[config.mk]
export PLATFORM = sky130hd
export DESIGN_NAME = hufd_step
export DESIGN_NICKNAME = d
export VERILOG_FILES = /design/src/sv/hufd_pkg.sv /design/src/sv/hufd_step.sv
export SDC_FILE = /design/constraint.sdc
export NUM_CORES = 1
export LEC_CHECK = 0
export BUFFER_PORTS_ARGS = -buffer_cell sky130_fd_sc_hd__buf_2
export CAP_MARGIN = 40
export CORE_ASPECT_RATIO = 0.9
export CORE_MARGIN = 2
export CORE_UTILIZATION = 38
export DETAILED_ROUTE_END_ITERATION = 10
export GPL_TIMING_DRIVEN = 1
export PLACE_DENSITY_LB_ADDON = 0.08
export SLEW_MARGIN = 10
export SYNTH_ARGS = -nofsm -noshare
export SYNTH_HDL_FRONTEND = slang
export SYNTH_SLANG_ARGS = --single-unit
[constraint.sdc]
create_clock -name vclk -period 3.46
set_input_delay 0.692 -clock vclk [all_inputs]
set_output_delay 0.692 -clock vclk [all_outputs]
set_load 0.05 [all_outputs]
[src/sv/hufd_pkg.sv]
// Package for the Huffman tree byte decoder: opcodes, widths, field offsets
// and the structs passed between the sequencer, step unit and output stage.
// No dependencies.
package hufd_pkg;

   localparam int NODE_BITS   = 8;
   localparam int CHILD_BITS  = 9;
   localparam int LENGTH_BITS = 24;
   localparam int SYM_BITS    = 8;
   localparam int BIT_CNT_BITS = 3;
   localparam int ENTRY_BITS  = 2 * CHILD_BITS;

   localparam logic [NODE_BITS-1:0] ROOT_NODE = 8'd254;

   // Input item kinds carried on req_tuser.
   localparam logic [1:0] OP_LOAD  = 2'd0;
   localparam logic [1:0] OP_START = 2'd1;
   localparam logic [1:0] OP_DATA  = 2'd2;

   // Field positions inside req_tdata.
   localparam int NODE_LSB  = 0;
   localparam int ZERO_LSB  = NODE_LSB + NODE_BITS;
   localparam int ONE_LSB   = ZERO_LSB + CHILD_BITS;
   localparam int LEN_LSB   = ONE_LSB + CHILD_BITS;
   localparam int BYTE_LSB  = LEN_LSB + LENGTH_BITS;
   localparam int REQ_TDATA_BITS = 64;

   typedef struct packed {
      logic                   leaf;
      logic [SYM_BITS-1:0]    symbol;
      logic [NODE_BITS-1:0]   next_node;
      logic [LENGTH_BITS-1:0] left_next;
      logic                   last_symbol;
   } step_result_type;

   typedef struct packed {
      logic                valid;
      logic [SYM_BITS-1:0] symbol;
      logic                done;
   } sym_push_type;

   typedef struct packed {
      logic pend_valid;
      logic can_push;
   } out_status_type;

endpackage

[src/sv/hufd_step.sv]
// One step of the tree walk: picks the child for the current bit, detects a
// leaf and counts down the symbols left. Uses hufd_pkg.
module hufd_step
   import hufd_pkg::*;
(
   input  logic [ENTRY_BITS-1:0]  node_data,
   input  logic                   bit_in,
   input  logic [LENGTH_BITS-1:0] left,
   output step_result_type        result
);

   logic [CHILD_BITS-1:0] child;

   always_comb begin
      child = bit_in ? node_data[ENTRY_BITS-1:CHILD_BITS] : node_data[CHILD_BITS-1:0];
      result.leaf        = ~child[CHILD_BITS-1];
      result.symbol      = child[SYM_BITS-1:0];
      // A leaf sends the walk back to the root; otherwise follow the pointer.
      result.next_node   = child[CHILD_BITS-1] ? child[NODE_BITS-1:0] : ROOT_NODE;
      result.left_next   = left - LENGTH_BITS'(1);
      result.last_symbol = (left == LENGTH_BITS'(1));
   end

endmodule

# ---- Word level (Yosys, flattened, before mapping)
# Cells that the tools add are included.
dict set report word_totals {
  ff_bits 0
  latchBits 0
  ramBits 0
  romBits 0
  input_bits 43
  elab_cells 5
  memories 0
}
dict set report op_classes {
  add_sub_neg 1
  n_mul 0
  div 0
  order_cmp 0
  n_eq_ne 1
  shift 0
  mux 2
  n_bitwise 1
  n_reduce_logical 0
}
# cell n
set op_table {}
lappend op_table {{equality test 24 x 1 -> 1 bit, second input constant} 1}
lappend op_table {{subtractor 24 x 1 -> 24 bit, second input constant} 1}
lappend op_table {{two-way mux 9 bit} 1}
lappend op_table {{two-way mux 8 bit} 1}
lappend op_table {{NOT 1 bit} 1}

# ---- Longest topological paths before layout
# Gate-level depths: netlist (run 1).
dict set report logic_depth {
  word_depth 2
  depth_mapped 6
}

# ---- Worst setup path after synthesis (run 1)
# No wires, ideal clock.
dict set report synth_path {
  path_kind {input to output}
  startpoint {input left[0]}
  endpoint {output result[11] (netlist bit)}
  t_arrival_ps 2858
  required_ps 2768
  slack_ps -90
  stages 6
  cell_sequence {inv_1 > ha_1 > nor4b_4 > nand2_1 > or3_1 > xnor2_1}
}
# item line_no
set synth_rtl {}
lappend synth_rtl {{start: declaration} hufd_step.sv:8} ;# input logic [LENGTH_BITS-1:0] left,
lappend synth_rtl {{end: declaration} hufd_step.sv:9} ;# output step_result_type result

==> flow_summary.ini, run 1 <==
[detailed_routing]
number_of_drc_violations_after_detailed_routing = 0
firstDrtPassIters = 2
drtIter0Drc = 1
finalWirelength_um = 2340
drt-vias-per-instance = 4.80
detailroute.via_count = 931
routed_wire_length_per_instance_um = 12.1
ant_nets = 0

[yosys]
synth.top_cell.area_share = 0.172
postSynthCellCount = 86
ys_top_cells_by_area = sky130_fd_sc_hd__xor2_1 17%, sky130_fd_sc_hd__mux2_2 14%, sky130_fd_sc_hd__xnor2_1 8.6%, sky130_fd_sc_hd__nor3_4 6.8%, sky130_fd_sc_hd__nor3_1 6.3%
syn_area_per_cell_sq_um = 8.31
synth.most_common_cell = sky130_fd_sc_hd__xor2_1
yosysWarnings = 0
mappedNetlistNets = 131
post_synth_most_frequent_cells = 14 x sky130_fd_sc_hd__xor2_1, 9 x sky130_fd_sc_hd__mux2_2, 9 x sky130_fd_sc_hd__nand2_1, 9 x sky130_fd_sc_hd__nor3_1
synthDistinctLibCells = 22
synth_sequential_area_ratio = 0
synth.largest_area_cell = sky130_fd_sc_hd__xor2_1
syn_area_sq_um = 714

[status]
status = finished clean

[timing]
slew_viol_final = 0
slew_headroom = 0.733
final_worst_path_period_share = 0.892
finalHoldViolations = 0
grt_setup_unrepaired = false
timing.setup.tns_ps = 0
final-setup-viol-count = 0
tightestPinTransition_ps = 398
achievable-frequency_ghz = 0.324
finalCriticalPeriod_ps = 3090
crit_path_setup_slack_layout_ps = 373

[pwr]
totalPowerFinal_w = 0.000236
power.leakage_nw = 0.607
power.density_nw_per_um2 = 200
ir_drop_mv = 0.167

[global_routing]
grt_overall_usage = 0.207
antenna_found_initial = 0
gr-total-overflow = 0
grt_pass1_vias = 874
grt_start_max_net_pins = 10
grt_pass1_wl_um = 3710

[finish]
final_util = 0.688
antennaDiodeCount = 0
share_of_post_route_cells_with_drive_strength_above_1 = 0.629
clock_buffers = 0
seqCellArea_sq_um = 0
signed_area_change_from_the_synthesized_netlist_to_the_final_layout_pct = 65.3
fill_cells = 162
multiInputGateArea_sq_um = 711
finalNetCount = 217
n_sequential_cell = 0

[worst_setup_path]
path_max_fanout = 5
critPathCaptureType = output port
required_ps = 2770
criticalPathCategory = in -> out
critical_path_arrival_ps = 2400
worst_setup_path_start_kind = primary input

[worst_hold_path]
worst_min_path_class = in -> out
hold-path-endpoint = result[20]
hold_start = left[19]
hold_depth = 3

[clocking]
cts_resized = 0
cts_setup_buffers = 0
cts-hold-fix-buffers = 0

[flow_run]
timing.max_cap.violations = 0

[place]
placement.setup.worst_slack_ps = 386
gpl.final_weighted_congestion = 0.783
post-dp-hpwl_um = 2120
io_buffer_count = 85

[floorplan]
die-width_um = 49.7
floorplan.core_area_sq_um = 1720
number_of_top_level_pins = 85
initial_core_util = 0.416
die_y_um = 45.1
die_area_sq_um = 2240
floorplan.rows = 14
-- final cells by class --
| cell class | count | area share |
|---|---|---|
| Timing Repair Buffer | 85 | 0.360 |
| Multi-Input combinational cell | 81 | 0.602 |
| Tap cell | 24 | 0.0254 |
| Inverter | 4 | 0.0127 |
-- report_power, final --
| part | internal (W) | switching (W) |
|---|---|---|
| Combinational | 0.0000637 | 0.000172 |
| Clock | 0 | 0 |
| Sequential | 0 | 0 |
| Total | 0.0000637 | 0.000172 |
-- routing by layer --
metal	global-route usage	part of all wire	vias to the layer above
met5	0	0	-
met4	0.0333	0	0
met3	0.0166	0.072	0
met2	0.435	0.54	45
met1	0.232	0.39	419
li1	-	-	467
-- worst max-delay path by stage --
stage | startpoint | end | slack, ps
after CTS | left[0] | result[23] | 370
after global placement | left[0] | result[23] | 480
after global routing | left[0] | result[23] | 250
after detailed placement | left[0] | result[23] | 390
final | left[0] | result[23] | 370
after floorplan | left[0] | result[19] | 20
-- per-stage QoR --
stage / std cells / hold WS (ps) / instance area, sq um
after CTS: 194 / 1730 / 1180
after detailed placement: 194 / 1740 / 1180
after global placement: 194 / 1730 / 1180
final: 194 / 1730 / 1180
after global routing: 194 / 1750 / 1180
after floorplan: 86 / 1560 / 729
-- cell usage in the layout (no fill, tap or decap), types with 2 or more instances in the layout --
cell type	Yosys	final
sky130_fd_sc_hd__nor3_1	9	9
sky130_fd_sc_hd__nand2_1	9	9
sky130_fd_sc_hd__buf_2	0	85
sky130_fd_sc_hd__nor4_4	2	2
sky130_fd_sc_hd__or3_1	3	3
sky130_fd_sc_hd__nand4_4	2	2
sky130_fd_sc_hd__ha_1	2	2
sky130_fd_sc_hd__inv_1	4	4
sky130_fd_sc_hd__nand2b_1	7	7
sky130_fd_sc_hd__mux2_2	9	9
sky130_fd_sc_hd__nor2_1	6	6
sky130_fd_sc_hd__xor2_1	14	13
sky130_fd_sc_hd__nor3_4	3	3
sky130_fd_sc_hd__xnor2_1	7	6
-- critical path: stages --
cell	delay, ps
sky130_fd_sc_hd__buf_2	120
sky130_fd_sc_hd__inv_1	80
sky130_fd_sc_hd__ha_1	220
sky130_fd_sc_hd__nor4b_4	310
sky130_fd_sc_hd__nand4_4	200
sky130_fd_sc_hd__nor4_4	330
sky130_fd_sc_hd__xor2_2	160
sky130_fd_sc_hd__buf_2	270
-- logic make-up (layout without fill, tap and decap cells) --
| family | after synthesis | in the layout | synth area share |
|---|---|---|---|
| buffers and inverters | 5 | 89 | 0.0263 |
| multiplexers | 9 | 9 | 0.142 |
| AND/OR/NAND/NOR | 49 | 49 | 0.539 |
| XOR/XNOR | 21 | 21 | 0.257 |
| adder cells (fa/ha/maj) | 2 | 2 | 0.0350 |
Note: power is estimated with default switching activity, not from simulation.
==> inputs of run 2 (changes only) <==
--- a/config.mk
+++ b/config.mk
@@ -5,11 +5,12 @@
 export SDC_FILE = /design/constraint.sdc
 export NUM_CORES = 1
 export LEC_CHECK = 0
+export ABC_AREA = 1
 export BUFFER_PORTS_ARGS = -buffer_cell sky130_fd_sc_hd__buf_2
 export CAP_MARGIN = 40
 export CORE_ASPECT_RATIO = 0.9
 export CORE_MARGIN = 2
-export CORE_UTILIZATION = 38
+export CORE_UTILIZATION = 41
 export DETAILED_ROUTE_END_ITERATION = 10
 export GPL_TIMING_DRIVEN = 1
 export PLACE_DENSITY_LB_ADDON = 0.08
==> flow_summary.ini, run 2 <==
[timing]
grt_setup_unrepaired = false
final_worst_path_period_share = 0.787
slew_viol_final = 0
timing.setup.tns_ps = 0
slew_headroom = 0.749
tightestPinTransition_ps = 369
finalCriticalPeriod_ps = 2720
final-setup-viol-count = 0
achievable-frequency_ghz = 0.367
finalHoldViolations = 0

[worst_setup_path]
crit_path_cell_trace = buf_2 -> inv_1 -> ha_1 -> nand2_4 -> nor2_4 -> nand2_1 -> xor2_1 -> buf_2
worst_setup_path_start_kind = primary input
slowest_delay_ps = 280
critPathCaptureType = output port
required_ps = 2770
path_common_cell = sky130_fd_sc_hd__buf_2
crit_slowest_cell = sky130_fd_sc_hd__ha_1
critical_path_arrival_ps = 2030
path_max_fanout = 5
criticalPathCategory = in -> out

[detailed_routing]
drt-vias-per-instance = 4.62
firstDrtPassIters = 4
number_of_drc_violations_after_detailed_routing = 0
finalWirelength_um = 2730
detailroute.via_count = 1293
routed_wire_length_per_instance_um = 9.74
drtIter0Drc = 24
ant_nets = 0

[finish]
share_of_post_route_cells_with_drive_strength_above_1 = 0.420
antennaDiodeCount = 0
clock_buffers = 0
multiInputGateArea_sq_um = 773
n_sequential_cell = 0
fill_cells = 212
seqCellArea_sq_um = 0
finalNetCount = 302
most_common_cell_after_layout_fill_and_taps_aside = sky130_fd_sc_hd__buf_2
highest_count_cells_in_the_layout_ignoring_fill_and_taps = 85 x sky130_fd_sc_hd__buf_2, 63 x sky130_fd_sc_hd__nand2_1, 29 x sky130_fd_sc_hd__nor2_1
signed_area_change_from_the_synthesized_netlist_to_the_final_layout_pct = 52.3

[global_routing]
grt_overall_usage = 0.214
grt_pass1_vias = 1005
gr-total-overflow = 0
grt_pass1_wl_um = 4130
grt_start_max_net_pins = 11
antenna_found_initial = 0

[clocking]
cts-hold-fix-buffers = 0
cts_resized = 0
cts_setup_buffers = 0

[yosys]
ys_top_cells_by_area = sky130_fd_sc_hd__nand2_1 28%, sky130_fd_sc_hd__nor2_1 13%, sky130_fd_sc_hd__xor2_1 10%, sky130_fd_sc_hd__inv_1 8.7%, sky130_fd_sc_hd__nand3_1 5.8%
synth.most_common_cell = sky130_fd_sc_hd__nand2_1
postSynthCellCount = 171
post_synth_most_frequent_cells = 63 x sky130_fd_sc_hd__nand2_1, 29 x sky130_fd_sc_hd__nor2_1, 20 x sky130_fd_sc_hd__inv_1, 10 x sky130_fd_sc_hd__nand3_1, 10 x sky130_fd_sc_hd__xor2_1
synth_sequential_area_ratio = 0
synth.largest_area_cell = sky130_fd_sc_hd__nand2_1
synthDistinctLibCells = 20
syn_area_per_cell_sq_um = 5.03
yosysWarnings = 0
mappedNetlistNets = 216
synth.top_cell.area_share = 0.275
syn_area_sq_um = 860

[floorplan]
floorplan.rows = 15
die_y_um = 47.4
floorplan.core_area_sq_um = 1950
initial_core_util = 0.440
number_of_top_level_pins = 85
die_area_sq_um = 2480
die-width_um = 52.3

[place]
io_buffer_count = 85
post-dp-hpwl_um = 2460
gpl.final_weighted_congestion = 0.860

[pwr]
ir_drop_mv = 0.120
power.density_nw_per_um2 = 188
totalPowerFinal_w = 0.000246
power.leakage_nw = 0.763

[worst_hold_path]
worst_min_path_class = in -> out
hold_depth = 3
hold-path-endpoint = result[6]
hold_start = left[5]

[status]
status = finished clean

[flow_run]
timing.max_cap.violations = 0
==> run 2: cell count changes after synthesis, sizes merged, moves of 4 or more <==
cell    before  now
nor2         6   38
nor3        13    1
nand2b       7    0
or2          0    8
mux2         9    0
xor2        14   10
nand3        0   11
nand2        9   65
inv          4   21
==> run 2: logic make-up after synthesis <==
logic type / share of synthesized area
and+or+nand+nor: 0.696
buffers and inverters: 0.100
xor gates and xnor gates: 0.153
muxes: 0.0160
adders and majority gates: 0.0291
AOI/OAI and AO/OA: 0.00582
==> run 2: power by group <==
group	internal, W	switching (W)
Combinational	0.0000636	0.000182
Clock	0	0
Sequential	0	0
==> run 2: final cells by class <==
type,count,share of cell area
Timing Repair Buffer,85,0.325
Tap cell,25,0.0239
Inverter,21,0.0602
Multi-Input combinational cell,149,0.591
==> run 2: how the worst max path moves through the flow <==
stage / start / end / slack (ps)
6_report: left[0] / result[17] / 740
5_1_grt: left[0] / result[17] / 620
4_1_cts: left[0] / result[17] / 740
3_5_place_dp: left[0] / result[17] / 740
3_3_place_gp: left[0] / result[15] / 820
2_1_floorplan: left[0] / result[13] / 230
==> run 2: metrics by stage <==
stage / cells / hold slack (ps) / setup slack, ps / cell area, sq um / utilization
3_3_place_gp: 280 / 1760 / 823 / 1310 / 0.671
3_5_place_dp: 280 / 1760 / 743 / 1310 / 0.671
5_1_grt: 280 / 1780 / 619 / 1310 / 0.671
6_report: 280 / 1760 / 735 / 1310 / 0.671
2_1_floorplan: 171 / 1590 / 234 / 860 / -
4_1_cts: 280 / 1760 / 740 / 1310 / 0.671
==> run 2: worst max-delay path: cells and delay by family <==
kind | cells | cell delay, ps
buffers and inverters | 3 | 530
and+or+nand+nor | 3 | 370
xor gates and xnor gates | 1 | 140
adders and majority gates | 1 | 280
==> run 2: metal layers <==
metal  share of wire  wire length, um  GRT usage
met1            0.44             1200      0.292
met2            0.48             1300      0.403
met3           0.084              229     0.0125
met4               0                0          0
met5               0                0          0
==> inputs of run 3 (changes only) <==
--- a/config.mk
+++ b/config.mk
@@ -10,7 +10,7 @@
 export CAP_MARGIN = 40
 export CORE_ASPECT_RATIO = 0.9
 export CORE_MARGIN = 2
-export CORE_UTILIZATION = 41
+export CORE_UTILIZATION = 38
 export DETAILED_ROUTE_END_ITERATION = 10
 export GPL_TIMING_DRIVEN = 1
 export PLACE_DENSITY_LB_ADDON = 0.08
==> constraint.sdc (replaced) <==
create_clock -name vclk -period 2.7
set_input_delay 0.54 -clock vclk [all_inputs]
set_output_delay 0.54 -clock vclk [all_outputs]
set_load 0.05 [all_outputs]
==> flow_summary.ini, run 3 (synthesis results as in run 2) <==
[finish]
antennaDiodeCount = 0
seqCellArea_sq_um = 0
highest_count_cells_in_the_layout_ignoring_fill_and_taps = 85 x sky130_fd_sc_hd__buf_2, 63 x sky130_fd_sc_hd__nand2_1, 29 x sky130_fd_sc_hd__nor2_1
n_sequential_cell = 0
layoutNonFillerInstCount = 282
finalNetCount = 302
clock_buffers = 0
share_of_post_route_cells_with_drive_strength_above_1 = 0.443
signed_area_change_from_the_synthesized_netlist_to_the_final_layout_pct = 57.8
most_common_cell_after_layout_fill_and_taps_aside = sky130_fd_sc_hd__buf_2

[place]
io_buffer_count = 85
place_inst = 282
gpl.final_weighted_congestion = 0.813
post-dp-hpwl_um = 2360

[floorplan]
die_area_sq_um = 2660
number_of_top_level_pins = 85
die-width_um = 54.1
floorplan.rows = 16
floorplan.core_area_sq_um = 2160
initial_core_util = 0.398
die_y_um = 49.1

[pwr]
power_switching_share = 0.737
ir_drop_mv = 0.244
power.density_nw_per_um2 = 235
seqPwrFrac = 0
clock_network_fraction_of_design_power = 0
net_switching_power_w = 0.000235
intPower_w = 0.0000837
power_frac_comb = 1.000
power.leakage_nw = 0.782

[timing]
finalCriticalPeriod_ps = 2410
timing.setup.tns_ps = 0
achievable-frequency_ghz = 0.415
slew_headroom = 0.749
final-setup-viol-count = 0
tightestPinTransition_ps = 369
grt_setup_unrepaired = false
finalHoldViolations = 0
slew_viol_final = 0
final_worst_path_period_share = 0.893

[global_routing]
grt_pass1_wl_um = 4240
grt_start_max_net_pins = 11
gr-total-overflow = 0
antenna_found_initial = 0
grt_overall_usage = 0.199
grt_pass1_vias = 1053

[clocking]
cts_setup_buffers = 0
cts_resized = 0
cts-hold-fix-buffers = 0

[detailed_routing]
drt-vias-per-instance = 4.46
firstDrtPassIters = 4
finalWirelength_um = 2610
ant_nets = 0
routed_wire_length_per_instance_um = 9.27
detailroute.via_count = 1259
number_of_drc_violations_after_detailed_routing = 0
drtIter0Drc = 13

[status]
status = finished clean

[worst_hold_path]
worst_min_path_class = in -> out

[worst_setup_path]
path_max_fanout = 5
worst_setup_path_start_kind = primary input
slowest_delay_ps = 280
required_ps = 2160
crit_path_cell_trace = buf_2 -> inv_1 -> ha_1 -> nand2_4 -> nor2_4 -> nand2_1 -> xor2_2 -> buf_2
critical_path_arrival_ps = 1870
criticalPathCategory = in -> out
path_common_cell = sky130_fd_sc_hd__buf_2
critPathCaptureType = output port
crit_slowest_cell = sky130_fd_sc_hd__buf_2

[flow_run]
timing.max_cap.violations = 0
-- run 3: power by group through the flow --
| stage | clock network (W) | logic (W) | registers [W] |
|---|---|---|---|
| 4_1_cts | 0 | 0.000320 | 0 |
| 3_3_place_gp | 0 | 0.000319 | 0 |
| 2_1_floorplan | 0 | 0.000229 | 0 |
| 6_report | 0 | 0.000318 | 0 |
| 5_1_grt | 0 | 0.000340 | 0 |
| 3_5_place_dp | 0 | 0.000319 | 0 |
-- run 3: final cells by class --
cell class / count / area [sq um]
fill: 243 / 806
timing repair buffer: 85 / 425
tap: 27 / 33.8
inverter: 21 / 78.8
multi-input combinational: 149 / 818
-- run 3: path summary, 6_finish.rpt --
kind,from,to,slack (ps),cells past startpoint
setup / recovery,left[0],result[17],290,8
hold / removal,left[11],result[12],1450,3
-- run 3: metal layers --
layer	wire length (um)	track usage	part of all wire
met1	1270	0.298	0.49
met2	1180	0.331	0.45
met3	165	0.00613	0.063
met4	0	0	0
met5	0	0	0
-- run 3: per-stage QoR --
step	setup slack, ps	cell area [sq um]	utilization	hold slack [ps]	total power [W]
floorplan	44.5	905	-	1260	0.000229
global placement	312	1360	0.627	1450	0.000319
detailed placement	289	1360	0.627	1450	0.000319
CTS	286	1360	0.627	1450	0.000320
global route	198	1360	0.627	1460	0.000340
finish	290	1360	0.627	1450	0.000318
-- run 3: worst max-delay path, delay by kind of cell --
family / cells / cell delay, ps
and+or+nand+nor: 3 / 390
xor gates and xnor gates: 1 / 150
adders and majority gates: 1 / 260
buffers and inverters: 3 / 530
