File: src/sv/hufd_pkg.sv
// Package for the Huffman tree byte decoder: opcodes, widths, field offsets
// and the structs passed between the sequencer, step unit and output stage.
// No dependencies.
package hufd_pkg;

   localparam int NODE_BITS   = 8;
   localparam int CHILD_BITS  = 9;
   localparam int LENGTH_BITS = 24;
   localparam int SYM_BITS    = 8;
   localparam int BIT_CNT_BITS = 3;
   localparam int ENTRY_BITS  = 2 * CHILD_BITS;

   localparam logic [NODE_BITS-1:0] ROOT_NODE = 8'd254;

   // Input item kinds carried on req_tuser.
   localparam logic [1:0] OP_LOAD  = 2'd0;
   localparam logic [1:0] OP_START = 2'd1;
   localparam logic [1:0] OP_DATA  = 2'd2;

   // Field positions inside req_tdata.
   localparam int NODE_LSB  = 0;
   localparam int ZERO_LSB  = NODE_LSB + NODE_BITS;
   localparam int ONE_LSB   = ZERO_LSB + CHILD_BITS;
   localparam int LEN_LSB   = ONE_LSB + CHILD_BITS;
   localparam int BYTE_LSB  = LEN_LSB + LENGTH_BITS;
   localparam int REQ_TDATA_BITS = 64;

   typedef struct packed {
      logic                   leaf;
      logic [SYM_BITS-1:0]    symbol;
      logic [NODE_BITS-1:0]   next_node;
      logic [LENGTH_BITS-1:0] left_next;
      logic                   last_symbol;
   } step_result_type;

   typedef struct packed {
      logic                valid;
      logic [SYM_BITS-1:0] symbol;
      logic                done;
   } sym_push_type;

   typedef struct packed {
      logic pend_valid;
      logic can_push;
   } out_status_type;

endpackage

File: src/sv/hufd_out.sv
// Output stage: a pending symbol register, held until it is known whether it
// is the last of its byte, followed by the result word register. Uses hufd_pkg.
module hufd_out
   import hufd_pkg::*;
(
   input  logic                clock,
   input  logic                reset,
   input  sym_push_type        push,
   input  logic                flush,
   output out_status_type      status,
   output logic                rsp_tvalid,
   input  logic                rsp_tready,
   output logic [7:0]          rsp_tdata,
   output logic                rsp_tlast,
   output logic                rsp_tuser
);

   logic                pend_valid_ff, pend_valid_in;
   logic [SYM_BITS-1:0] pend_sym_ff, pend_sym_in;
   logic                pend_done_ff, pend_done_in;
   logic                out_valid_ff, out_valid_in;
   logic [SYM_BITS-1:0] out_sym_ff, out_sym_in;
   logic                out_last_ff, out_last_in;
   logic                out_done_ff, out_done_in;
   logic                can_push;

   assign can_push = ~out_valid_ff | rsp_tready;

   always_comb begin
      pend_valid_in = pend_valid_ff;
      pend_sym_in   = pend_sym_ff;
      pend_done_in  = pend_done_ff;
      out_valid_in  = out_valid_ff & ~rsp_tready;
      out_sym_in    = out_sym_ff;
      out_last_in   = out_last_ff;
      out_done_in   = out_done_ff;
      if (push.valid) begin
         // A new symbol proves the pending one is not the last of the byte.
         if (pend_valid_ff) begin
            out_valid_in = 1'b1;
            out_sym_in   = pend_sym_ff;
            out_last_in  = 1'b0;
            out_done_in  = pend_done_ff;
         end
         pend_valid_in = 1'b1;
         pend_sym_in   = push.symbol;
         pend_done_in  = push.done;
      end else if (flush && pend_valid_ff && can_push) begin
         out_valid_in  = 1'b1;
         out_sym_in    = pend_sym_ff;
         out_last_in   = 1'b1;
         out_done_in   = pend_done_ff;
         pend_valid_in = 1'b0;
      end
   end

   always_ff @(posedge clock) begin
      if (reset) begin
         pend_valid_ff <= 1'b0;
         out_valid_ff  <= 1'b0;
      end else begin
         pend_valid_ff <= pend_valid_in;
         out_valid_ff  <= out_valid_in;
      end
      pend_sym_ff  <= pend_sym_in;
      pend_done_ff <= pend_done_in;
      out_sym_ff   <= out_sym_in;
      out_last_ff  <= out_last_in;
      out_done_ff  <= out_done_in;
   end

   assign status.pend_valid = pend_valid_ff;
   assign status.can_push   = can_push;
   assign rsp_tvalid = out_valid_ff;
   assign rsp_tdata  = out_sym_ff;
   assign rsp_tlast  = out_last_ff;
   assign rsp_tuser  = out_done_ff;

endmodule

File: config.mk
export PLATFORM = sky130hd
export DESIGN_NAME = hufd_out
export DESIGN_NICKNAME = d
export VERILOG_FILES = /design/src/sv/hufd_pkg.sv /design/src/sv/hufd_out.sv
export SDC_FILE = /design/constraint.sdc
export NUM_CORES = 1
export LEC_CHECK = 0
export BUFFER_PORTS_ARGS = -buffer_cell sky130_fd_sc_hd__buf_2
export CAP_MARGIN = 20
export CORE_AREA = 2 2 43 45
export CTS_BUF_LIST = sky130_fd_sc_hd__clkbuf_8
export CTS_CLUSTER_SIZE = 16
export DETAILED_ROUTE_END_ITERATION = 16
export DIE_AREA = 0 0 45 47
export PLACE_DENSITY_LB_ADDON = 0.3
export SKIP_CTS_REPAIR_TIMING = 1
export SLEW_MARGIN = 20
export SYNTH_ARGS = -nofsm -noshare
export SYNTH_HDL_FRONTEND = slang
export SYNTH_SLANG_ARGS = --single-unit
File: constraint.sdc
create_clock -name clock -period 2.2 [get_ports clock]
set_input_delay 0.11 -clock clock [delete_from_list [all_inputs] [get_ports clock]]
set_output_delay 0.11 -clock clock [all_outputs]
set_load 0.02 [all_outputs]
# Yosys cells after proc, flatten, opt, wreduce, memory -nomap -nowiden
# Index checks and enable logic that the tools add are counted.
# totals
reg_bits	21
in_bits	14
out_inout_bits	13
word_cells	30
# classes
n_eq_ne	1
n_mux	14
bitwise_logic	4
reduce_logical	4
# ops
cell	n
$mux 8	3
$mux 1	11
$logic_and 1x1->1	2
$ne 2x1->1 const B	1
$not 1->1	2
$reduce_and 2->1	1
$reduce_bool 2->1	1
$and 1x1->1	1
$or 1x1->1	1

# Longest topological paths before layout
# Gate-level depths: netlist (run 1).
# depth
depth_word	5
ltp_mapped	2
mapped_depth_nobuf	2

# Worst setup path before layout (run 1)
# No wires, ideal clock.
# synth_path
kind	register to register
from	reg out_valid_ff, in the netlist rsp_tvalid
to	reg out_sym_ff[0], in the netlist rsp_tdata[0], enable pin
setup_time_ns	0.268
arrival_ns	0.836
required_ns	1.932
setup_slack_ns	1.096
path_stages_with_launch	3
n_path_buf	0
synth_period_minus_slack_ns	1.104
path_cell_list	dfxtp_1 nand2b_4 a22o_2
# synth_between
elab_chain_cells	5
# synth_lines
element	line	source
from (decl)	hufd_out.sv:21	logic out_valid_ff, out_valid_in;
from (signal assigned)	hufd_out.sv:63	out_valid_ff <= out_valid_in;
$not 1->1	hufd_out.sv:27	assign can_push = ~out_valid_ff | rsp_tready;
$or 1x1->1	hufd_out.sv:27	
via can_push	hufd_out.sv:25	logic can_push;
$logic_and 1x1->1	hufd_out.sv:48	end else if (flush && pend_valid_ff && can_push) begin
$reduce_bool 2->1 (no source line)	--	
$reduce_and 2->1 (no source line)	--	
to (signal assigned)	hufd_out.sv:67	out_sym_ff <= out_sym_in;
to (decl)	hufd_out.sv:22	logic [SYM_BITS-1:0] out_sym_ff, out_sym_in;
# The timed path passes the listed nets, and every way through them passes these cells.
# A chain may end at the register's enable or synchronous reset.

# Final worst setup path (run 1)
# layout_path
from	reg pend_valid_ff
to	reg out_sym_ff[6], in the netlist rsp_tdata[6], enable pin
# layout_between
elab_chain_cells	4
elab_cells_between_ends	5
classes_between	eq/ne (1); reduce/logical (4)
# layout_lines
element	line	source
from (decl)	hufd_out.sv:18	logic pend_valid_ff, pend_valid_in;
from (signal assigned)	hufd_out.sv:62	pend_valid_ff <= pend_valid_in;
$logic_and 1x1->1 (2 in series)	hufd_out.sv:48	
$reduce_bool 2->1 (no source line)	--	
$reduce_and 2->1 (no source line) (*)	--	
# Mark *: on every way between the ends. The rest lies on a longest branch, timed or not.

==> results.py, run 1 <==
metrics = {
    "critical_path": {
        "cp-end-kind": "register",
        "cp_cell_sequence": "and2_1 > a22o_2",
        "required_ps": 2140,
        "start_kind": "register",
        "cp-startpoint": "pend_valid_ff",
        "cp_top_family": "flip-flops",
        "critical_path_buf_inv_count": 0,
        "critical_path_class": "reg2reg",
        "critPathArrivalTime_ps": 1030,
        "cp_max_fo": 10,
        "crit_slowest_cell": "dfxtp_1",
        "reg2reg_from": "pend_valid_ff",
        "cp_slowest_stage_delay_ps": 370,
    },
    "synthesis": {
        "syn-num-nets": 45,
        "synth_area_um2": 688.2,
        "syn_inst": 31,
        "yosysWarningCount": 0,
        "synth.avg_cell_area_um2": 22.20,
        "seq_area_frac_synth_pct": 88.73,
        "synth-seq-cells": 21,
        "synthDistinctLibCells": 11,
    },
    "layout": {
        "nNetsFinal": 74,
        "regArea_um2": 610.6,
        "stdcell_area_um2": 870.8,
        "drive_gt1_share_pct": 55.93,
        "n_antenna_cell": 0,
        "mostFrequentLayoutCells": "26 x buf_2, 19 x edfxtp_1, 3 x clkbuf_8",
        "area_delta_synth_final_pct": 26.55,
        "layout_commonest_cell": "buf_2",
        "nFillCells": 145,
        "multi_input_area_um2": 58.81,
    },
    "floorplanning": {
        "floorplan.die.height_um": 47,
        "dieArea_um2": 2115,
        "io_pins": 27,
        "dieWidth_um": 45,
        "fp-row-count": 15,
        "core_um2": 1652,
        "start_util_pct": 41.67,
    },
    "clocking": {
        "clkTransAtPathRegs_ps": 70,
        "htree_num_levels": 1,
        "tritoncts": "done",
        "insertion_delay_ps": 250,
        "numCtsBuffers": 3,
        "cts.sinks": 21,
        "cts-root-buf": "clkbuf_8",
        "clk_path_buf_depth": 2,
    },
    "pwr": {
        "leakage_nw": 0.3519,
        "power.density_nw_per_um2": 884.9,
        "ir_drop_v": 0.0003488,
    },
    "place": {
        "hpwl_um": 694.1,
        "place_area_um2": 824.5,
        "gp_congestion": 0.6336,
        "port_buffers": 26,
    },
    "sta": {
        "finalClockSkew_ps": 6.026,
        "drv_slew": 0,
        "maxSlewHeadroom_pct": 82.72,
        "post-route-min-period_ps": 1097,
        "hold_viol": 0,
        "fin_crit_sh_pct": 49.88,
        "rsz0062_at_grt": "no",
        "tightest_slew_ps": 259.2,
        "setup_violations": 0,
        "timing.fmax_ghz": 0.9113,
        "fin_tns_setup_ps": 0,
    },
    "flow_run": {
        "cap_violations": 0,
    },
    "route": {
        "wl_um": 885,
        "vias": 354,
        "drc": 0,
        "drtPass1Iterations": 5,
        "drt_iter0_drc": 6,
        "ant_nets": 0,
        "wl_per_cell_um": 11.64,
        "vias_per_cell": 4.658,
    },
    "grt": {
        "gr-usage-all-layers_pct": 9.375,
        "grt.overflow.total": 0,
        "grt_pass1_wl_um": 1317,
        "grt_max_degree": 14,
        "antenna_found_initial": 0,
        "grt_pass1_vias": 300,
    },
    "hold_path": {
        "hp-class": "in2reg",
        "min-delay-start": "push[0]",
    },
    "status": {
        "status": "finished, final reports clean",
    },
}
sequential cells by signal (all words and copies together), names as in the netlist:
signal / count
pend_done_ff: 1
rsp_tvalid: 1
rsp_tlast: 1
rsp_tdata: 8
pend_sym_ff: 8
pend_valid_ff: 1
rsp_tuser: 1
synthesized netlist by cell type, drive strengths merged:
cell    number  area [um2]
a311oi       1       15.01
and2         1       6.260
o21ai        1       5.000
nor2         1       3.750
a21oi        1       5.000
nand2b       1       13.76
a22o         1       10.01
dfxtp        2       40.04
edfxtp      19       570.6
inv          1       3.750
buf          2       15.01
area by class of cell:
type,instances,area share (%)
clock inverter,1,0.5747
timing repair buffer,26,14.94
multi-input combinational,7,6.753
sequential,21,70.12
inverter,1,0.4310
tap,17,2.443
clock buffer,3,4.741
metal layers:
layer	GRT usage [%]	up-vias	share of wire [%]
met2	14.29	18	48
met5	0	-	0
met1	11.62	161	42
met3	3.462	2	9.3
li1	-	173	-
met4	5.294	0	0.56
kinds of logic after synthesis:
family                 count (synthesis)  synth area share (%)
and+or+nand+nor                        3                 3.454
DFF                                   21                 88.73
AOI/OAI and AO/OA                      4                 5.089
buffers and inverters                  3                 2.726
worst paths after layout:
check | to | slack [ps] | cells after the start
hold reg to reg | rsp_tdata[3] | 420 | 0
setup / recovery | rsp_tdata[6] | 1100 | 2
hold / removal | pend_done_ff | 30 | 1
setup reg to reg | rsp_tdata[6] | 1100 | 2
through the flow:
step	power (mW)	util, %	setup slack [ps]	hold slack [ps]	std cells
finish	0.7706	52.73	1103	29.89	76
detailed placement	0.5466	49.92	1096	288.5	72
CTS	0.7804	52.73	1087	25.94	76
floorplan	0.5167	-	1096	177.9	31
global placement	0.5438	49.92	1149	287.3	72
global route	0.8032	52.73	1045	19.30	76
power by group:
| group | internal [mW] | switching, mW |
|---|---|---|
| Combinational | 0.0225 | 0.0376 |
| Sequential | 0.468 | 0.00826 |
| Clock | 0.125 | 0.109 |
Note: power is estimated with default switching activity, not from simulation.
==> run 2: changes to the inputs <==
- CORE_AREA: 2 2 43 45 -> 2 2 44 46
- DIE_AREA: 0 0 45 47 -> 0 0 46 48
- clock period: 2.2 -> 0.9 ns (I/O delays scaled with it)
==> results.py, run 2 (synthesized netlist as in run 1, its figures left out) <==
metrics = {
    "critical_path": {
        "cp-end-kind": "register",
        "start_kind": "register",
        "worstRegToRegCells": 2,
        "cp_slowest_stage_delay_ps": 340,
        "cp-startpoint": "pend_valid_ff",
        "cp_max_fo": 10,
        "cp_cell_sequence": "and2_4 > a22o_4",
        "cp_top_family": "flip-flops",
        "critPathArrivalTime_ps": 1000,
        "critical_path_class": "reg2reg",
        "required_ps": 900,
        "regToRegSetupSlack_ps": -100,
        "crit_slowest_cell": "dfxtp_2",
        "critical_path_buf_inv_count": 0,
        "reg2reg_from": "pend_valid_ff",
        "cp.depth": 2,
    },
    "place": {
        "port_buffers": 26,
        "gp_congestion": 0.6088,
        "placed_cells": 75,
        "hpwl_um": 724.7,
    },
    "sta": {
        "tightest_slew_ps": 169.8,
        "timing.fmax_ghz": 1.005,
        "drv_slew": 0,
        "fin_ws_ps": -95.47,
        "rsz0062_at_grt": "yes",
        "finalClockSkew_ps": 1.277,
        "setup_violations": 11,
        "fin_tns_setup_ps": -996.6,
        "hold_viol": 0,
        "post-route-min-period_ps": 995.5,
        "fin_crit_sh_pct": 110.6,
        "maxSlewHeadroom_pct": 88.68,
    },
    "clocking": {
        "cts.sinks": 21,
        "tritoncts": "done",
        "clkTransAtPathRegs_ps": 70,
        "htree_num_levels": 1,
        "cts-root-buf": "clkbuf_8",
        "clk_path_buf_depth": 2,
        "insertion_delay_ps": 250,
        "numCtsBuffers": 3,
    },
    "route": {
        "vias": 398,
        "drtPass1Iterations": 2,
        "drc": 0,
        "vias_per_cell": 4.472,
        "wl_per_cell_um": 11.78,
        "ant_nets": 0,
        "wl_um": 1048,
        "drt_iter0_drc": 4,
    },
    "pwr": {
        "leakage_nw": 0.4215,
        "ir_drop_v": 0.001214,
        "seq_power_share_pct": 60.2,
        "share_comb_of_total_power_pct": 10.4,
        "internal_power_mw": 1.544,
        "p_sw_mw": 0.3890,
        "power.density_nw_per_um2": 1900,
        "p_clk_share_pct": 29.5,
        "switching_share_pct": 20.13,
    },
    "layout": {
        "regArea_um2": 615.6,
        "area_delta_synth_final_pct": 47.82,
        "multi_input_area_um2": 68.82,
        "n_antenna_cell": 0,
        "drive_gt1_share_pct": 52.78,
        "mostFrequentLayoutCells": "25 x buf_2, 19 x edfxtp_1, 10 x dlygate4sd3_1",
        "layout.cells.non_filler": 89,
        "layout_commonest_cell": "buf_2",
        "nNetsFinal": 87,
        "nFillCells": 130,
        "utilization_pct": 60.22,
    },
    "grt": {
        "grt_pass1_wl_um": 1435,
        "grt.overflow.total": 0,
        "grt_pass1_vias": 355,
        "grt_max_degree": 12,
        "gr-usage-all-layers_pct": 9.920,
        "antenna_found_initial": 0,
    },
    "status": {
        "violations": "negative setup slack",
        "status": "complete, but fails checks",
    },
    "hold_path": {
        "hp-class": "in2reg",
        "min_path_cells": 2,
        "min-delay-start": "flush",
    },
    "floorplanning": {
        "floorplan.die.height_um": 48,
        "io_pins": 27,
        "core_um2": 1689,
        "dieArea_um2": 2208,
        "dieWidth_um": 46,
        "start_util_pct": 40.74,
        "fp-row-count": 15,
    },
    "flow_run": {
        "cap_violations": 0,
    },
}
-- run 2: power groups by stage --
stage | combinational (mW) | sequential [mW] | clock (mW)
2_1_floorplan | 0.0470 | 1.22 | 0
3_3_place_gp | 0.163 | 1.18 | 0
3_5_place_dp | 0.166 | 1.18 | 0
4_1_cts | 0.166 | 1.16 | 0.593
5_1_grt | 0.217 | 1.17 | 0.636
6_report | 0.201 | 1.16 | 0.569
-- run 2: area by class of cell --
| cell class | instances | area share, % |
|---|---|---|
| Multi-Input combinational cell | 7 | 6.765 |
| Sequential cell | 21 | 60.52 |
| Clock inverter | 1 | 0.3690 |
| Clock buffer | 3 | 4.059 |
| Timing Repair Buffer | 39 | 25.83 |
| Inverter | 1 | 0.3690 |
| Tap cell | 17 | 2.091 |
-- run 2: worst paths after layout --
check,endpoint
worst max-delay path,rsp_tdata[6]
worst max register to register,rsp_tdata[6]
worst min register to register,rsp_tdata[4]
worst min-delay path,pend_valid_ff
-- run 2: worst reg2reg max path, delay by kind of cell, from the launching register on --
kind | cells | cell delay, ps
AOI/OAI and AO/OA | 1 | 270
DFF | 1 | 340
and+or+nand+nor | 1 | 140
-- run 2: per-stage QoR --
step / power [mW] / instance area, um2 / setup WS [ps] / hold slack (ps)
CTS: 1.923 / 907.1 / -103.7 / -43.79
global placement: 1.347 / 862.1 / -70.75 / 221.0
floorplan: 1.269 / 703.2 / -58.60 / 104.4
finish: 1.933 / 1017 / -95.47 / 19.98
detailed placement: 1.350 / 862.1 / -89.10 / 224.2
global route: 2.024 / 1017 / -120.7 / 22.04
-- run 2: layer usage --
layer,track usage (%),up-vias,wire length [um]
li1,-,200,-
met1,10.98,181,450
met2,16.11,17,522
met3,4.528,0,75
met4,5.143,0,0
met5,0,-,0
==> run 3: changes to the inputs <==
- ABC_AREA: unset -> 1
==> results.py, run 3 <==
metrics = {
    "status": {
        "status": "complete, but fails checks",
        "violations": "negative setup slack",
    },
    "critical_path": {
        "start_kind": "register",
        "worstRegToRegCells": 4,
        "critPathArrivalTime_ps": 900,
        "critical_path_class": "reg2reg",
        "cp-end-kind": "register",
        "r2r_end": "rsp_tdata[5]",
        "crit_slowest_cell": "dfxtp_4",
        "cp_cell_sequence": "nand2_4 > inv_2 > nand2_4 > nand2_4",
        "crit_top_cell": "nand2_4",
        "cp_slowest_stage_delay_ps": 370,
        "required_ps": 870,
        "cp_max_fo": 5,
        "regToRegSetupSlack_ps": -30,
        "reg2reg_from": "pend_valid_ff",
    },
    "route": {
        "ant_nets": 0,
        "wl_per_cell_um": 10.87,
        "vias": 415,
        "vias_per_cell": 4.368,
        "drt_iter0_drc": 3,
        "drtPass1Iterations": 3,
        "wl_um": 1033,
        "drc": 0,
    },
    "pwr": {
        "ir_drop_v": 0.0008784,
        "power.density_nw_per_um2": 1916,
        "leakage_nw": 0.4509,
        "p_total_mw": 1.964,
    },
    "floorplanning": {
        "fp-row-count": 15,
        "floorplan.die.height_um": 48,
        "core_um2": 1689,
        "dieArea_um2": 2208,
        "start_util_pct": 40.81,
        "dieWidth_um": 46,
        "io_pins": 27,
    },
    "sta": {
        "fin_ws_ps": -31.42,
        "timing.fmax_ghz": 1.074,
        "tightest_slew_ps": 145.7,
        "fin_tns_setup_ps": -275.2,
        "drv_slew": 0,
        "fin_crit_sh_pct": 103.5,
        "hold_viol": 0,
        "finalClockSkew_ps": 1.186,
        "rsz0062_at_grt": "yes",
        "setup_violations": 11,
        "maxSlewHeadroom_pct": 90.25,
        "post-route-min-period_ps": 931.4,
    },
    "layout": {
        "nNetsFinal": 93,
        "drive_gt1_share_pct": 52.56,
        "area_delta_synth_final_pct": 48.64,
        "mostFrequentLayoutCells": "26 x buf_2, 19 x edfxtp_1, 10 x dlygate4sd3_1",
        "nFillCells": 125,
        "stdcell_area_um2": 1025,
        "n_antenna_cell": 0,
        "layout_commonest_cell": "buf_2",
    },
    "place": {
        "place_area_um2": 843.3,
        "gp_congestion": 0.7358,
        "hpwl_um": 668.7,
        "pre_cts_slack_ps": -74.69,
        "port_buffers": 26,
    },
    "hold_path": {
        "min-delay-start": "push[9]",
        "min_to": "pend_sym_ff[4]",
        "hp-class": "in2reg",
        "min_path_cells": 1,
    },
    "synthesis": {
        "synth.top_cells.by_area": "edfxtp_1 83%, dfxtp_1 5.8%, inv_1 2.7%",
        "async_flop_share_pct": 0,
        "synth_area_um2": 689.4,
        "synth-seq-cells": 21,
        "yosysWarningCount": 0,
        "netlist.area_leader.share_pct": 82.76,
        "synth_largest_area_cell": "edfxtp_1",
        "synth.avg_cell_area_um2": 18.63,
        "synthDistinctLibCells": 8,
        "syn-num-nets": 51,
        "synth_common_cells": "19 x edfxtp_1, 5 x inv_1, 5 x nand2_1",
        "synth.most_common_cell": "edfxtp_1",
        "synth_flop_cell": "edfxtp_1",
        "seq_area_frac_synth_pct": 88.57,
        "synth_edf_count": 19,
        "syn_inst": 37,
    },
    "clocking": {
        "numCtsBuffers": 3,
        "cts-root-buf": "clkbuf_8",
        "clkTransAtPathRegs_ps": 70,
        "tritoncts": "done",
        "insertion_delay_ps": 250,
        "clk_path_buf_depth": 2,
        "htree_num_levels": 1,
        "cts.sinks": 21,
    },
    "grt": {
        "grt_pass1_vias": 291,
        "gr-usage-all-layers_pct": 8.500,
        "grt.overflow.total": 0,
        "antenna_found_initial": 0,
        "grt_pass1_wl_um": 1179,
        "grt_max_degree": 12,
    },
    "flow_run": {
        "cap_violations": 0,
    },
}
-- run 3: worst max-delay path by stage --
stage	cells past startpoint	startpoint	endpoint	slack [ps]
finish	4	pend_valid_ff	rsp_tdata[5]	-30
CTS	4	pend_valid_ff	rsp_tdata[6]	-80
global route	4	pend_valid_ff	rsp_tdata[5]	-60
floorplan	4	pend_valid_ff	rsp_tdata[0]	-20
global placement	4	pend_valid_ff	rsp_tdata[6]	-40
detailed placement	4	pend_valid_ff	rsp_tdata[6]	-70
-- run 3: per-layer routing --
metal	up-vias	track usage, %	share of wire [%]
met1	191	8.600	42
met4	0	8.571	2.6
met3	3	3.396	5.2
li1	207	-	-
met5	-	0	0
met2	14	13.06	50
-- run 3: cell families (layout without fill, tap and decap cells) --
logic type / count (synthesis) / count (layout) / share of synthesized area [%]
and+or+nand+nor: 8 / 9 / 5.262
buffers and inverters: 7 / 47 / 4.900
DFF: 21 / 21 / 88.57
AOI/OAI and AO/OA: 1 / 1 / 1.271
-- run 3: cell type report --
class                   count  area, um2  share of cell area, %
well taps                  17      21.27                  2.076
flip-flops and latches     21      615.6                  60.07
clock inverters             1      3.754                 0.3663
multi-input cells          10      78.83                  7.692
inverters                   5      18.77                  1.832
repair buffers             38      245.2                  23.93
clock buffers               3      41.29                  4.029
-- run 3: metrics by stage --
stage / instances / utilization (%) / hold slack, ps
floorplan: 37 / - / 100.1
global placement: 79 / 49.93 / 217.9
detailed placement: 79 / 49.93 / 217.0
CTS: 83 / 52.59 / -58.33
global route: 95 / 60.67 / 49.00
finish: 95 / 60.67 / 51.72
-- run 3: critical path: cells and delay by family, from the launching register on --
| kind | cells | cell delay [ps] |
|---|---|---|
| buf+inv | 1 | 60 |
| simple gates | 3 | 220 |
| flops | 1 | 370 |
-- run 3: report_power, final --
| group | internal (mW) | switching (mW) |
|---|---|---|
| clock network | 0.303 | 0.273 |
| registers | 1.15 | 0.0187 |
| logic | 0.0960 | 0.125 |
